## config.mk

```make
export PLATFORM = sky130hd
export DESIGN_NAME = flag_driven_path_segmenter
export DESIGN_NICKNAME = d
export VERILOG_FILES = /design/src/design/fdps_pkg.sv /design/src/design/fdps_csr.sv /design/src/design/fdps_core.sv /design/src/design/fdps_queue.sv /design/src/design/flag_driven_path_segmenter.sv
export SDC_FILE = /design/constraint.sdc
export NUM_CORES = 1
export LEC_CHECK = 0
export ABC_AREA = 1
export BUFFER_PORTS_ARGS = -buffer_cell sky130_fd_sc_hd__buf_2
export CAP_MARGIN = 30
export CORE_MARGIN = 5
export CORE_UTILIZATION = 40
export CTS_CLUSTER_SIZE = 24
export DETAILED_ROUTE_END_ITERATION = 8
export HOLD_SLACK_MARGIN = 0.1
export PLACE_DENSITY = 0.52
export SLEW_MARGIN = 20
export SYNTH_ARGS = -nofsm -noshare
export SYNTH_HDL_FRONTEND = slang
export SYNTH_SLANG_ARGS = --single-unit
```

## constraint.sdc

```tcl
create_clock -name clock -period 29.2 [get_ports clock]
set_input_delay 4.38 -clock clock [delete_from_list [all_inputs] [get_ports clock]]
set_output_delay 4.38 -clock clock [all_outputs]
set_load 0.05 [all_outputs]
```

## src/design/fdps_pkg.sv

```systemverilog
// shared types and constants of the flag driven path segmenter
package fdps_pkg;

   // segmentation actions
   localparam logic [2:0] ACT_SPLIT      = 3'd0;
   localparam logic [2:0] ACT_REMOVE     = 3'd1;
   localparam logic [2:0] ACT_DISCONNECT = 3'd2;
   localparam logic [2:0] ACT_PARTITION  = 3'd3;
   localparam logic [2:0] ACT_SWITCH     = 3'd4;

   // initial run state modes
   localparam logic [1:0] MODE_CONST          = 2'd0;
   localparam logic [1:0] MODE_CONST_PRESERVE = 2'd1;
   localparam logic [1:0] MODE_FIRST          = 2'd2;
   localparam logic [1:0] MODE_FIRST_PRESERVE = 2'd3;

   // register indexes (byte address / 4)
   localparam logic [2:0] CSR_SPLIT_ACTION  = 3'd0;
   localparam logic [2:0] CSR_INITIAL_MODE  = 3'd1;
   localparam logic [2:0] CSR_INITIAL_VALUE = 3'd2;
   localparam logic [2:0] CSR_INCLUSIVE     = 3'd3;
   localparam logic [2:0] CSR_CLOSED_LOOP   = 3'd4;
   localparam logic [2:0] CSR_OMIT_SINGLE   = 3'd5;

   localparam logic [16:0] CNT_MAX = 17'h1FFFF;

   localparam int QUEUE_DEPTH = 4;

   typedef struct packed {
      logic [2:0] split_action;
      logic [1:0] initial_mode;
      logic       initial_value;
      logic       inclusive;
      logic       closed_loop;
      logic       omit_single;
   } cfg_type;

   typedef struct packed {
      logic [15:0] seg_start;
      logic [16:0] seg_count;
      logic        appends_first;
      logic        wraps_to_start;
      logic        whole_input;
      logic        partition_even;
      logic        last_of_run;
   } rsp_item_type;

   // up to three results from one request, slot 0 first
   typedef struct packed {
      logic [2:0]              valid;
      rsp_item_type [2:0]      item;
   } push_type;

   typedef struct packed {
      logic path_idle;
   } core_status_type;

   typedef struct packed {
      logic [2:0] count;
   } queue_status_type;

endpackage

```

## src/design/fdps_csr.sv

```systemverilog
// configuration registers behind the apb-style port
module fdps_csr
   import fdps_pkg::*;
(
   input  logic        clock,
   input  logic        reset,
   input  logic        psel,
   input  logic        penable,
   input  logic        pwrite,
   input  logic [4:0]  paddr,
   input  logic [31:0] pwdata,
   output logic [31:0] prdata,
   output logic        pready,
   output cfg_type     cfg
);

   cfg_type    cfg_ff;
   cfg_type    cfg_in;
   logic [2:0] index;

   assign index  = paddr[4:2];
   assign pready = 1'b1;
   assign cfg    = cfg_ff;

   always_comb begin
      cfg_in = cfg_ff;
      if (psel && penable && pwrite) begin
         case (index)
            CSR_SPLIT_ACTION:  cfg_in.split_action  = pwdata[2:0];
            CSR_INITIAL_MODE:  cfg_in.initial_mode  = pwdata[1:0];
            CSR_INITIAL_VALUE: cfg_in.initial_value = pwdata[0];
            CSR_INCLUSIVE:     cfg_in.inclusive     = pwdata[0];
            CSR_CLOSED_LOOP:   cfg_in.closed_loop   = pwdata[0];
            CSR_OMIT_SINGLE:   cfg_in.omit_single   = pwdata[0];
            default: ;
         endcase
      end
   end

   always_comb begin
      case (index)
         CSR_SPLIT_ACTION:  prdata = {29'd0, cfg_ff.split_action};
         CSR_INITIAL_MODE:  prdata = {30'd0, cfg_ff.initial_mode};
         CSR_INITIAL_VALUE: prdata = {31'd0, cfg_ff.initial_value};
         CSR_INCLUSIVE:     prdata = {31'd0, cfg_ff.inclusive};
         CSR_CLOSED_LOOP:   prdata = {31'd0, cfg_ff.closed_loop};
         CSR_OMIT_SINGLE:   prdata = {31'd0, cfg_ff.omit_single};
         default:           prdata = 32'd0;
      endcase
   end

   always_ff @(posedge clock) begin
      if (reset) begin
         cfg_ff <= '0;
      end else begin
         cfg_ff <= cfg_in;
      end
   end

endmodule

```

## src/design/fdps_core.sv

```systemverilog
// segment tracking state and the per-point update
module fdps_core
   import fdps_pkg::*;
#(
   parameter int MAX_POINTS = 65536
)
(
   input  logic            clock,
   input  logic            reset,
   input  logic            accept,
   input  logic            point_flag,
   input  logic            last_point,
   input  cfg_type         cfg,
   output push_type        push,
   output core_status_type status
);

   localparam int CW = $clog2(MAX_POINTS + 1);
   localparam int NW = (CW + 1 > 17) ? CW + 1 : 17;
   localparam logic [CW-1:0] MAX_PC = CW'(MAX_POINTS);

   typedef struct packed {
      logic [CW-1:0] pc;
      logic          open;
      logic [CW-1:0] ostart;
      logic [16:0]   ocnt;
      logic          oeven;
      logic          run;
      logic          par;
      logic [1:0]    segs;
      logic          fpf;
      logic          hv;
      logic [CW-1:0] hstart;
      logic [16:0]   hcnt;
      logic          heven;
   } state_type;

   typedef struct packed {
      logic          v;
      logic [CW-1:0] start;
      logic [16:0]   cnt;
      logic          even;
   } pend_type;

   typedef struct packed {
      state_type st;
      pend_type  pend;
   } work_type;

   localparam state_type ST_RESET = '{par: 1'b1, default: '0};

   state_type st_ff;
   state_type st_in;
   push_type  res;

   function automatic logic [16:0] sat_add(logic [16:0] a, logic [16:0] b);
      logic [17:0] s;
      s = {1'b0, a} + {1'b0, b};
      return s[17] ? CNT_MAX : s[16:0];
   endfunction

   function automatic work_type open_new(work_type w, logic [CW-1:0] idx);
      work_type r;
      r = w;
      r.st.open   = 1'b1;
      r.st.ostart = idx;
      r.st.ocnt   = '0;
      r.st.oeven  = 1'b0;
      if (r.st.segs < 2'd2) r.st.segs = r.st.segs + 2'd1;
      return r;
   endfunction

   function automatic work_type extend(work_type w, logic [CW-1:0] idx);
      work_type r;
      r = w;
      if (!r.st.open) r = open_new(r, idx);
      r.st.ocnt = sat_add(r.st.ocnt, 17'd1);
      return r;
   endfunction

   function automatic work_type close_open(work_type w, logic extra, logic loop);
      work_type    r;
      logic [16:0] c;
      r = w;
      c = sat_add(r.st.ocnt, {16'd0, extra});
      if (r.st.open) begin
         // first segment of a loop starting on an unflagged point 0 waits for the end
         if (r.st.segs == 2'd1 && loop && r.st.ostart == '0 && !r.st.fpf && !r.st.hv) begin
            r.st.hv     = 1'b1;
            r.st.hstart = r.st.ostart;
            r.st.hcnt   = c;
            r.st.heven  = r.st.oeven;
         end else begin
            r.pend.v     = 1'b1;
            r.pend.start = r.st.ostart;
            r.pend.cnt   = c;
            r.pend.even  = r.st.oeven;
         end
         r.st.open = 1'b0;
      end
      return r;
   endfunction

   always_comb begin
      work_type      w;
      logic [CW-1:0] idx;
      logic [CW:0]   n;
      logic [16:0]   c;
      logic          wrap;
      logic          app;

      w.st   = st_ff;
      w.pend = '0;
      res    = '0;
      st_in  = st_ff;
      idx    = st_ff.pc;
      n      = {1'b0, idx} + {{CW{1'b0}}, 1'b1};
      c      = '0;
      wrap   = 1'b0;
      app    = 1'b0;

      if (idx == '0 && last_point) begin
         // single-point path
         res.valid[0]                = !cfg.omit_single;
         res.item[0].seg_count       = 17'd1;
         res.item[0].whole_input     = 1'b1;
         res.item[0].last_of_run     = 1'b1;
         st_in                       = ST_RESET;
      end else begin
         if (idx == '0) begin
            w.st.fpf = point_flag;
            if (cfg.split_action == ACT_PARTITION || cfg.split_action == ACT_SWITCH) begin
               case (cfg.initial_mode)
                  MODE_CONST:          w.st.run = cfg.initial_value;
                  MODE_CONST_PRESERVE: w.st.run = w.st.run ^ (cfg.initial_value == point_flag);
                  MODE_FIRST:          w.st.run = point_flag;
                  default:             w.st.run = ~point_flag;
               endcase
            end
         end

         case (cfg.split_action)
            ACT_SPLIT: begin
               if (!point_flag) begin
                  w = extend(w, idx);
               end else begin
                  w = close_open(w, 1'b1, cfg.closed_loop);
                  w = open_new(w, idx);
                  w.st.ocnt = 17'd1;
               end
            end
            ACT_REMOVE: begin
               if (!point_flag) w = extend(w, idx);
               else w = close_open(w, 1'b0, cfg.closed_loop);
            end
            ACT_DISCONNECT: begin
               if (!point_flag) w = extend(w, idx);
               else w = close_open(w, 1'b1, cfg.closed_loop);
            end
            ACT_PARTITION: begin
               if (point_flag != w.st.run) begin
                  w.st.run = ~w.st.run;
                  w = close_open(w, cfg.inclusive, cfg.closed_loop);
               end
               if (!w.st.open) begin
                  w = open_new(w, idx);
                  w.st.oeven = w.st.par;
                  w.st.par   = ~w.st.par;
               end
               w.st.ocnt = sat_add(w.st.ocnt, 17'd1);
            end
            ACT_SWITCH: begin
               if (point_flag) w.st.run = ~w.st.run;
               if (w.st.run) w = extend(w, idx);
               else w = close_open(w, cfg.inclusive, cfg.closed_loop);
            end
            default: ;
         endcase

         if (w.st.pc < MAX_PC) w.st.pc = w.st.pc + {{(CW-1){1'b0}}, 1'b1};

         if (!last_point) begin
            res.valid[0]                = w.pend.v && !(cfg.omit_single && w.pend.cnt == 17'd1);
            res.item[0].seg_start       = 16'(w.pend.start);
            res.item[0].seg_count       = w.pend.cnt;
            res.item[0].partition_even  = w.pend.even;
            res.item[0].last_of_run     = 1'b1;
            st_in                       = w.st;
         end else begin
            if (w.st.segs == 2'd1) begin
               c = w.st.hv ? w.st.hcnt : (w.pend.v ? w.pend.cnt : w.st.ocnt);
            end
            if (w.st.segs == 2'd0 || (w.st.segs == 2'd1 && NW'(c) == NW'(n))) begin
               res.valid[0]            = 1'b1;
               res.item[0].seg_count   = 17'(n);
               res.item[0].whole_input = 1'b1;
               res.item[0].last_of_run = 1'b1;
            end else begin
               wrap = w.st.hv && w.st.open;
               app  = !wrap && cfg.closed_loop;

               res.valid[0] = w.st.hv && !wrap && !(cfg.omit_single && w.st.hcnt == 17'd1);
               res.item[0].seg_start      = 16'(w.st.hstart);
               res.item[0].seg_count      = w.st.hcnt;
               res.item[0].partition_even = w.st.heven;

               res.valid[1] = w.pend.v && !(cfg.omit_single && w.pend.cnt == 17'd1);
               res.item[1].seg_start      = 16'(w.pend.start);
               res.item[1].seg_count      = w.pend.cnt;
               res.item[1].partition_even = w.pend.even;

               // open tail, wrapped onto the held segment or closed by point 0
               c = wrap ? sat_add(w.st.ocnt, w.st.hcnt)
                        : (app ? sat_add(w.st.ocnt, 17'd1) : w.st.ocnt);
               res.valid[2] = w.st.open && !(cfg.omit_single && c == 17'd1);
               res.item[2].seg_start      = 16'(w.st.ostart);
               res.item[2].seg_count      = c;
               res.item[2].appends_first  = app;
               res.item[2].wraps_to_start = wrap;
               res.item[2].partition_even = w.st.oeven;

               res.item[2].last_of_run = res.valid[2];
               res.item[1].last_of_run = res.valid[1] && !res.valid[2];
               res.item[0].last_of_run = res.valid[0] && !res.valid[1] && !res.valid[2];
            end
            st_in = ST_RESET;
         end
      end
   end

   assign push.item  = res.item;
   assign push.valid = res.valid & {3{accept}};

   assign status.path_idle = (st_ff.pc == '0) && !st_ff.open && !st_ff.hv;

   always_ff @(posedge clock) begin
      if (reset) begin
         st_ff <= ST_RESET;
      end else if (accept) begin
         st_ff <= st_in;
      end
   end

endmodule

```

## src/design/fdps_queue.sv

```systemverilog
// result queue that takes up to three results a cycle and drains one while out_ready is high
module fdps_queue
   import fdps_pkg::*;
(
   input  logic             clock,
   input  logic             reset,
   input  push_type         push,
   output logic             room,
   output logic             out_valid,
   input  logic             out_ready,
   output rsp_item_type     out_item,
   output queue_status_type status
);

   rsp_item_type mem [QUEUE_DEPTH];

   logic [1:0] wr_ff, wr_in;
   logic [1:0] rd_ff, rd_in;
   logic [2:0] count_ff, count_in;
   logic [1:0] off1;
   logic [1:0] off2;
   logic [1:0] npush;
   logic       pop;

   assign off1  = {1'b0, push.valid[0]};
   assign off2  = {1'b0, push.valid[0]} + {1'b0, push.valid[1]};
   assign npush = off2 + {1'b0, push.valid[2]};
   assign pop   = out_valid && out_ready;

   assign wr_in    = wr_ff + npush;
   assign rd_in    = rd_ff + {1'b0, pop};
   assign count_in = count_ff + {1'b0, npush} - {2'b0, pop};

   assign room      = count_ff <= 3'(QUEUE_DEPTH - 3);
   assign out_valid = count_ff != 3'd0;
   assign out_item  = mem[rd_ff];
   assign status.count = count_ff;

   always_ff @(posedge clock) begin
      if (push.valid[0]) mem[wr_ff] <= push.item[0];
      if (push.valid[1]) mem[wr_ff + off1] <= push.item[1];
      if (push.valid[2]) mem[wr_ff + off2] <= push.item[2];
   end

   always_ff @(posedge clock) begin
      if (reset) begin
         wr_ff    <= '0;
         rd_ff    <= '0;
         count_ff <= '0;
      end else begin
         wr_ff    <= wr_in;
         rd_ff    <= rd_in;
         count_ff <= count_in;
      end
   end

endmodule

```

## src/design/flag_driven_path_segmenter.sv

```systemverilog
// top level of the flag driven path segmenter
// One request per path point, one flag each, taken at up to one per clock. Each point
// updates the segment tracking registers in the same cycle and any result it closes is
// written to a four-entry result queue, which registers it before it appears on rsp_. A
// mid-path point gives at most one result, the last point of a path up to three, and the
// queue drains one per clock while rsp_tready is high; req_tready is low while the queue holds
// more than one result, so after a last point with three results requests wait for the queue
// to drain. The user must write registers only between paths; the block does not enforce it.
module flag_driven_path_segmenter
   import fdps_pkg::*;
#(
   parameter int MAX_POINTS = 65536
)
(
   input  logic        clock,
   input  logic        reset,
   input  logic        req_tvalid,
   output logic        req_tready,
   input  logic [7:0]  req_tdata,   // point_flag
   input  logic        req_tlast,   // last_point
   output logic        rsp_tvalid,
   input  logic        rsp_tready,
   output logic [39:0] rsp_tdata,   // seg_start, seg_count
   output logic [3:0]  rsp_tuser,   // appends_first, wraps_to_start, whole_input, partition_even
   output logic        rsp_tlast,   // last_of_run
   input  logic        csr_psel,
   input  logic        csr_penable,
   input  logic        csr_pwrite,
   input  logic [4:0]  csr_paddr,
   input  logic [31:0] csr_pwdata,
   output logic [31:0] csr_prdata,
   output logic        csr_pready
);

   cfg_type          cfg;
   push_type         push;
   core_status_type  core_status;
   queue_status_type q_status;
   rsp_item_type     head;
   logic             room;
   logic             accept;

   assign req_tready = room;
   assign accept     = req_tvalid && req_tready;

   fdps_csr u_csr (
      .clock   (clock),
      .reset   (reset),
      .psel    (csr_psel),
      .penable (csr_penable),
      .pwrite  (csr_pwrite),
      .paddr   (csr_paddr),
      .pwdata  (csr_pwdata),
      .prdata  (csr_prdata),
      .pready  (csr_pready),
      .cfg     (cfg)
   );

   fdps_core #(
      .MAX_POINTS (MAX_POINTS)
   ) u_core (
      .clock      (clock),
      .reset      (reset),
      .accept     (accept),
      .point_flag (req_tdata[0]),
      .last_point (req_tlast),
      .cfg        (cfg),
      .push       (push),
      .status     (core_status)
   );

   fdps_queue u_queue (
      .clock     (clock),
      .reset     (reset),
      .push      (push),
      .room      (room),
      .out_valid (rsp_tvalid),
      .out_ready (rsp_tready),
      .out_item  (head),
      .status    (q_status)
   );

   assign rsp_tdata = {7'd0, head.seg_count, head.seg_start};
   assign rsp_tuser = {head.partition_even, head.whole_input, head.wraps_to_start,
                       head.appends_first};
   assign rsp_tlast = head.last_of_run;

`ifndef ASSERT_OFF
   a_queue_bound: assert property (@(posedge clock) disable iff (reset)
      q_status.count <= 3'(QUEUE_DEPTH))
      else $error("result queue overfilled");

   a_path_end_clears: assert property (@(posedge clock) disable iff (reset)
      (req_tvalid && req_tready && req_tlast) |=> core_status.path_idle)
      else $error("segment state not cleared after last point");

   a_valid_tracks_fill: assert property (@(posedge clock) disable iff (reset)
      rsp_tvalid == (q_status.count != 3'd0))
      else $error("result valid does not match queue fill");
`endif

endmodule
```

==> summary.md, run 1 <==
| Metric | Value |
|---|---|
| Flops & latches, synth | `about 260` |
| FMAX | `69.4 MHz` |
| Post-Route Setup TNS | `0 ns` |
| Top layer in use | `met4` |
| IO Count | `approximately 130` |
| Antenna violations before repair | `0` |
| Initial drt markers | `2359` |
| Cells after Synth | `3366` |
| Rel. slew slack | `35.5%` |
| Via count | `between 20000 and 25000` |
| Final setup viols | `0` |
| Max VDD drop | `around 43 uV` |
| Fin area | `about 23000 um^2` |
| Clk_skew | `0.0374 ns` |
| CP Buf/Inv Count | `8` |
| Crit end category | `flop` |
| TritonCTS clock tree | `built` |
| Yosys warning count | `0` |
| Max-slew violation count | `0` |
| Die Width | `around 240 um` |
| Routed Antenna Nets | `0` |
| Most frequent cells in the layout | `786 x nand2_1, 365 x nor2_1, 346 x inv_1, 290 x nand3_1, 284 x o21ai_0` |
| Leakage | `8.99 nW` |
| Crit path kind | `primary input to flop` |
| Root buf cell | `clkbuf_16` |
| Clock latency on the worst-skew pair | `0.58 ns` |
| Area growth syn-to-layout | `7.49%` |
| DP HPWL | `63.3 mm` |
| CP top delay family | `simple AND/OR/NAND/NOR gates` |
| Synth async-reset ratio | `0%` |
| Final WL | `88.8 mm` |
| Final Hold Fails | `0` |
| CTS Buf Count | `34` |
| Number of global-route vias before repair | `approximately 21000` |
| Final Critical Period | `14.41 ns` |
| Startpoint Class | `primary input` |
| Worst Path Arrival | `14.60 ns` |
| Synth Cell Area | `21800 um^2` |
| HP Class | `flop to flop` |
| Area after DPL | `~22000 um^2` |
| Hold_buf cts | `0` |
| Post-DR vias/cell | `5.81` |
| Final Wtd Congestion | `0.971` |
| Finished Layout Cells | `4019` |
| Ratio of cells with drive above 1 in the final layout | `8.49%` |
| Crit-path max cell delay | `0.70 ns` |
| CTS resizes | `0` |
| Die area | `between 50000 and 60000 um^2` |
| RSZ-0062 raised after global routing | `no` |
| Htree depth | `2` |
| CP required | `29.39 ns` |
| Starting Density | `40.4%` |
| Gr usage total | `28.3%` |
| Die Ht | `243 um` |
| Max Root-Sink Buffers | `3` |
| Met2 Wirelength | `40.9 mm` |
| Antenna fix cells | `0` |
| Metal-1 WL | `between 30 and 40 mm` |
| Routed length per placed instance | `around 22 um` |
| Placed Cells incl. Taps | `3955` |
| Tcrit/Tclk final | `49.3%` |
| Least-Margin Pin Slew | `between 0.9 and 1 ns` |
| Drt first pass iters | `6` |
| Clk pin slew, worst setup/hold paths | `0.05 ns` |
| Largest net degree at the start of global routing | `just under 80` |
| # DRC | `0` |
| CTS sink cnt | `261` |
| Post-CTS Setup Bufs | `0` |
| Avg Inst Size Synth | `approximately 6.5 um^2` |
| FILL cells | `5730` |
| Crit path max fanout | `76` |
| Max Cap Viol | `0` |
| CORE AREA | `53900 um^2` |
| Most frequently used flop master after synthesis | `edfxtp_1` |
| Slowest CP cell | `nand3_4` |
| Sequential element share of the synthesized area | `30.4%` |
| Total global routing overflow | `0` |
| Outcome | `finished, final reports clean` |
| Met3 WL post-DR | `a little under 7 mm` |
| Commonest non-fill, non-tap cell in the layout | `nand2_1` |
| Layout Nets | `3388` |
| Row count | `85` |
| First-pass GRT wire length | `132 mm` |
| Synth cell types | `64` |
| CP most frequent cell | `nand2_1` |
| EDFF count, synth | `140` |
| Port Buf Inserts | `57` |
| PD cells | `~55 nW/um^2` |
area by class of cell:
cell class / instances / area, um^2 / share of cell area (%)
clock buffers: 51 / 965 / 4.12
clock inverters: 11 / 180 / 0.769
inverters: 370 / 1390 / 5.93
multi-input cells: 2532 / 12800 / 54.5
flip-flops and latches: 261 / 6630 / 28.3
well taps: 696 / 871 / 3.72
repair buffers: 98 / 628 / 2.68
sequential cells by signal (all words and copies together) (netlist names):
register        flops
u_core.st_ff       93
u_csr.cfg           9
u_queue.mem       152
u_queue.rd_ff       2
u_queue.status      3
u_queue.wr_ff       2
Yosys cell counts (10+ instances only):
cell type	number	area share (%)
dfxtp_1	121	11
nand3_1	293	6.7
nor3_1	28	0.64
nor4_1	10	0.29
xnor2_1	16	0.64
buf_4	50	1.7
nand2_4	10	0.52
inv_1	347	6.0
nor2_2	11	0.32
o211ai_1	15	0.52
a31oi_1	12	0.34
xor2_1	36	1.4
a22oi_1	23	0.79
buf_2	42	0.96
inv_2	14	0.24
o2111ai_1	18	0.72
nand2_1	787	14
a21oi_1	165	3.8
nand2_2	19	0.55
a2bb2oi_1	11	0.44
nand4_1	76	2.2
or2_2	23	0.66
o22ai_1	78	2.2
ha_1	35	2.0
nor2_1	369	6.4
edfxtp_1	140	19
o21ai_0	286	6.6
clkbuf_1	127	2.2
buf_1	11	0.19
o221ai_1	11	0.44
o21ai_1	54	1.2
metal layers:
| layer | global-route usage, % | vias to the layer above |
|---|---|---|
| met3 | 4.22 | 143 |
| met5 | 0 | - |
| met4 | 6.83 | 0 |
| met1 | 39.6 | 11100 |
| met2 | 46.1 | 980 |
| li1 | - | 11100 |
metrics by stage:
stage               hold slack (ns)  utilization, %  worst slack (ns)  power, mW
finish                        0.468            43.5             14.79       1.28
global route                  0.492            43.5             14.23       1.34
CTS                           0.469            43.4             14.78       1.29
detailed placement            0.458            41.3             14.23      0.851
global placement              0.445            41.2             14.04      0.844
floorplan                     0.433               -             16.19      0.742
worst paths after layout:
path	startpoint	to	slack (ns)	cells after the start
worst min register to register	u_core.st_ff[30]$_SDFFE_PP0P_	u_core.st_ff[30]$_SDFFE_PP0P_	0.47	2
worst max register to register	u_core.st_ff[77]$_SDFFE_PP0P_	u_queue.mem[2][13]$_DFFE_PP_	18.27	46
worst max-delay path	req_tdata[0]	u_queue.mem[2][13]$_DFFE_PP_	14.79	45
worst min-delay path	u_core.st_ff[30]$_SDFFE_PP0P_	u_core.st_ff[30]$_SDFFE_PP0P_	0.47	2
worst min-delay path, cell delays in order, from the launching register on:
cell     delay (ns)
dfxtp_1        0.31
nand2_1        0.06
a21oi_1        0.05
power breakdown:
part	total (mW)	internal (mW)	leakage (nW)	switching, mW
clock	0.438	0.258	0.552	0.180
sequential	0.421	0.411	2.18	0.0101
combinational	0.422	0.0881	6.25	0.334
total	1.28	0.757	8.99	0.524
cells by family (layout without fill, tap and decap cells):
group,count (synthesis),in the layout,share of synthesized area [%]
AOI/OAI and AO/OA,744,744,20.0
xor gates and xnor gates,52,52,2.09
adders and majority gates,38,38,2.28
buffers and inverters,608,530,11.8
DFF,261,261,30.4
muxes,1,1,0.0459
other,2,37,0.0344
and+or+nand+nor,1660,1660,33.4
No activity file was read; power rests on OpenSTA's default activity.
==> run 2, diff against run 1 <==
Clock period 29.2 ns to 14.7 ns, I/O delays scaled along.
==> summary.md, run 2 (synthesized netlist as in run 1, its figures left out) <==
| Metric | Value |
|---|---|
| Least-Margin Pin Slew | `1.05 ns (+0.0787 ns)` |
| Port Buf Inserts | `57 (unchanged)` |
| Hold_buf cts | `0 (unchanged)` |
| CP most frequent cell | `nand2_1` |
| Rel. slew slack | `29.4% (-6.2 points)` |
| Routed length per placed instance | `21.6 um (-2.1%)` |
| DP HPWL | `62.7 mm (-1.0%)` |
| Top layer in use | `met5` |
| Comb pwr share | `32.9% (about the same)` |
| Final setup viols | `0 (unchanged)` |
| Setup WS pre-CTS | `2.86 ns (-11.37 ns)` |
| RSZ-0062 raised after global routing | `no` |
| Final Wtd Congestion | `0.962 (-0.93%)` |
| Drt first pass iters | `6 (unchanged)` |
| Clock latency on the worst-skew pair | `0.57 ns (about the same)` |
| Post-DR vias/cell | `5.79 (-0.47%)` |
| Cells on worst reg2reg path | `47 (+2.2%)` |
| Worst Path Arrival | `11.67 ns (-2.93 ns)` |
| Post-Route Setup TNS | `0 ns (unchanged)` |
| # DRC | `0 (unchanged)` |
| Top reg by flops | `u_queue.mem` |
| Final WL | `87.1 mm (-1.9%)` |
| Layout Utilization | `43.6% (+0.14 points)` |
| HP Class | `flop to flop` |
| Clk_skew | `0.0303 ns (-0.00710 ns)` |
| Seq pwr share | `32.9% (about the same)` |
| Commonest non-fill, non-tap cell in the layout | `nand2_1` |
| CTS resizes | `0 (unchanged)` |
| FMAX | `87.8 MHz` |
| Tcrit/Tclk final | `77.5%` |
| Starting Density | `40.4% (unchanged)` |
| Die Width | `243 um (unchanged)` |
| First-pass GRT wire length | `131 mm (-0.93%)` |
| Post-CTS Setup Bufs | `0 (unchanged)` |
| Total global routing overflow | `0 (unchanged)` |
| Root buf cell | `clkbuf_16` |
| P_int | `1.51 mW (+99%)` |
| Leakage | `9.03 nW (+0.51%)` |
| Final Critical Period | `11.39 ns` |
| Via count | `23300 (-0.30%)` |
| Outcome | `finished, final reports clean` |
| CTS Buf Count | `35 (+2.9%)` |
| Fin Hold WS | `0.464 ns (-0.00460 ns)` |
| CORE AREA | `53900 um^2 (unchanged)` |
| Clk pin slew, worst setup/hold paths | `0.05 ns (about the same)` |
| CTS sink cnt | `261 (unchanged)` |
| Initial drt markers | `2745 (+16%)` |
| PD cells | `108 nW/um^2 (+98%)` |
| Crit path kind | `primary input to flop` |
| Sw frac | `40.8% (-0.15 points)` |
| Total net switching power | `1.04 mW (+98%)` |
| Htree depth | `2 (unchanged)` |
| Gr usage total | `27.8% (-0.43 points)` |
| CP required | `14.98 ns (-14.41 ns)` |
| Post-route setup slack | `3.31 ns (-11.48 ns)` |
| Largest net degree at the start of global routing | `79 (unchanged)` |
| Most frequent cells in the layout | `786 x nand2_1, 365 x nor2_1, 346 x inv_1, 290 x nand3_1, 285 x o21ai_0` |
| Met2 Wirelength | `39.7 mm (-3.0%)` |
| FILL cells | `5750 (+0.35%)` |
| Max VDD drop | `87.4 uV (+100%)` |
| Crit path max fanout | `39 (-49%)` |
| Die area | `59300 um^2 (unchanged)` |
| Max Cap Viol | `0 (unchanged)` |
| Layout Nets | `3396 (+0.24%)` |
| Max reg flops | `152 (unchanged)` |
| Metal-1 WL | `37.5 mm (-3.8%)` |
| Slowest CP cell | `nand2_2` |
| Max Root-Sink Buffers | `3 (unchanged)` |
| Hold Path Stages | `2 (unchanged)` |
| Routed Antenna Nets | `0 (unchanged)` |
| Final Hold Fails | `0 (unchanged)` |
| Startpoint Class | `primary input` |
| Ratio of cells with drive above 1 in the final layout | `8.74% (+0.26 points)` |
| Clk pwr share | `34.2% (about the same)` |
| Number of global-route vias before repair | `21100 (-0.75%)` |
| Row count | `85 (unchanged)` |
| TritonCTS clock tree | `built` |
| Met3 WL post-DR | `7.36 mm (+7.0%)` |
| Max-slew violation count | `0 (unchanged)` |
| Antenna violations before repair | `3 (+3)` |
| Die Ht | `243 um (unchanged)` |
| Crit end category | `flop` |
| IO Count | `133 (unchanged)` |
| Area growth syn-to-layout | `7.83%` |
| Crit-path max cell delay | `0.50 ns (-0.20 ns)` |
[run 2: cell types whose count changed in the layout (fill, tap and decap cells not counted)]
cell and delta:
diode_2 +1, buf_4 +7, buf_12 +1, clkinv_1 +5, buf_6 -1, clkinv_8 -1
o21ai_0 +1, inv_6 +2, clkinv_4 +1, clkbuf_16 +1, clkbuf_1 -8, clkbuf_8 -1
o21ai_1 -1
[run 2: cell type report]
cell class | count | area [um^2] | area share [%]
multi-input cells | 2532 | 12800 | 54.3
flip-flops and latches | 261 | 6630 | 28.2
inverters | 370 | 1390 | 5.91
clock buffers | 43 | 946 | 4.02
well taps | 696 | 871 | 3.70
repair buffers | 105 | 689 | 2.93
clock inverters | 18 | 209 | 0.889
diodes | 1 | 2.50 | 0.0106
[run 2: metrics by stage]
| step | std cells | power [mW] | instance area [um^2] |
|---|---|---|---|
| global placement | 3960 | 1.67 | 22300 |
| CTS | 4022 | 2.56 | 23500 |
| floorplan | 3401 | 1.47 | 21900 |
| global route | 4025 | 2.66 | 23500 |
| detailed placement | 3961 | 1.69 | 22300 |
| finish | 4026 | 2.55 | 23500 |
[run 2: power groups by stage]
| stage | sequential (mW) | clock, mW | combinational [mW] |
|---|---|---|---|
| final | 0.836 | 0.871 | 0.838 |
| after global routing | 0.841 | 0.913 | 0.902 |
| after CTS | 0.836 | 0.884 | 0.837 |
| after detailed placement | 0.851 | 0 | 0.836 |
| after global placement | 0.850 | 0 | 0.824 |
| after floorplan | 0.847 | 0 | 0.627 |
[run 2: path summary, 6_finish.rpt]
kind | start | endpoint | slack, ns
worst max-delay path | req_tdata[0] | u_queue.mem[2][14]$_DFFE_PP_ | 3.31
worst min-delay path | u_core.st_ff[39]$_SDFFE_PP1P_ | u_core.st_ff[39]$_SDFFE_PP1P_ | 0.46
worst max register to register | u_core.st_ff[77]$_SDFFE_PP0P_ | u_queue.mem[2][14]$_DFFE_PP_ | 4.61
worst min register to register | u_core.st_ff[39]$_SDFFE_PP1P_ | u_core.st_ff[39]$_SDFFE_PP1P_ | 0.46
[run 2: routing by layer]
layer,up-vias,GRT usage [%]
li1,11100,-
met1,11000,38.5
met2,1022,45.1
met3,178,4.75
met4,2,7.81
met5,-,0
[run 2: critical path, delay by kind of cell]
family          cells  cell delay, ns
fa+ha+maj           2            0.59
buf+inv            10            2.51
simple gates       24            4.17
compound gates     10            2.12
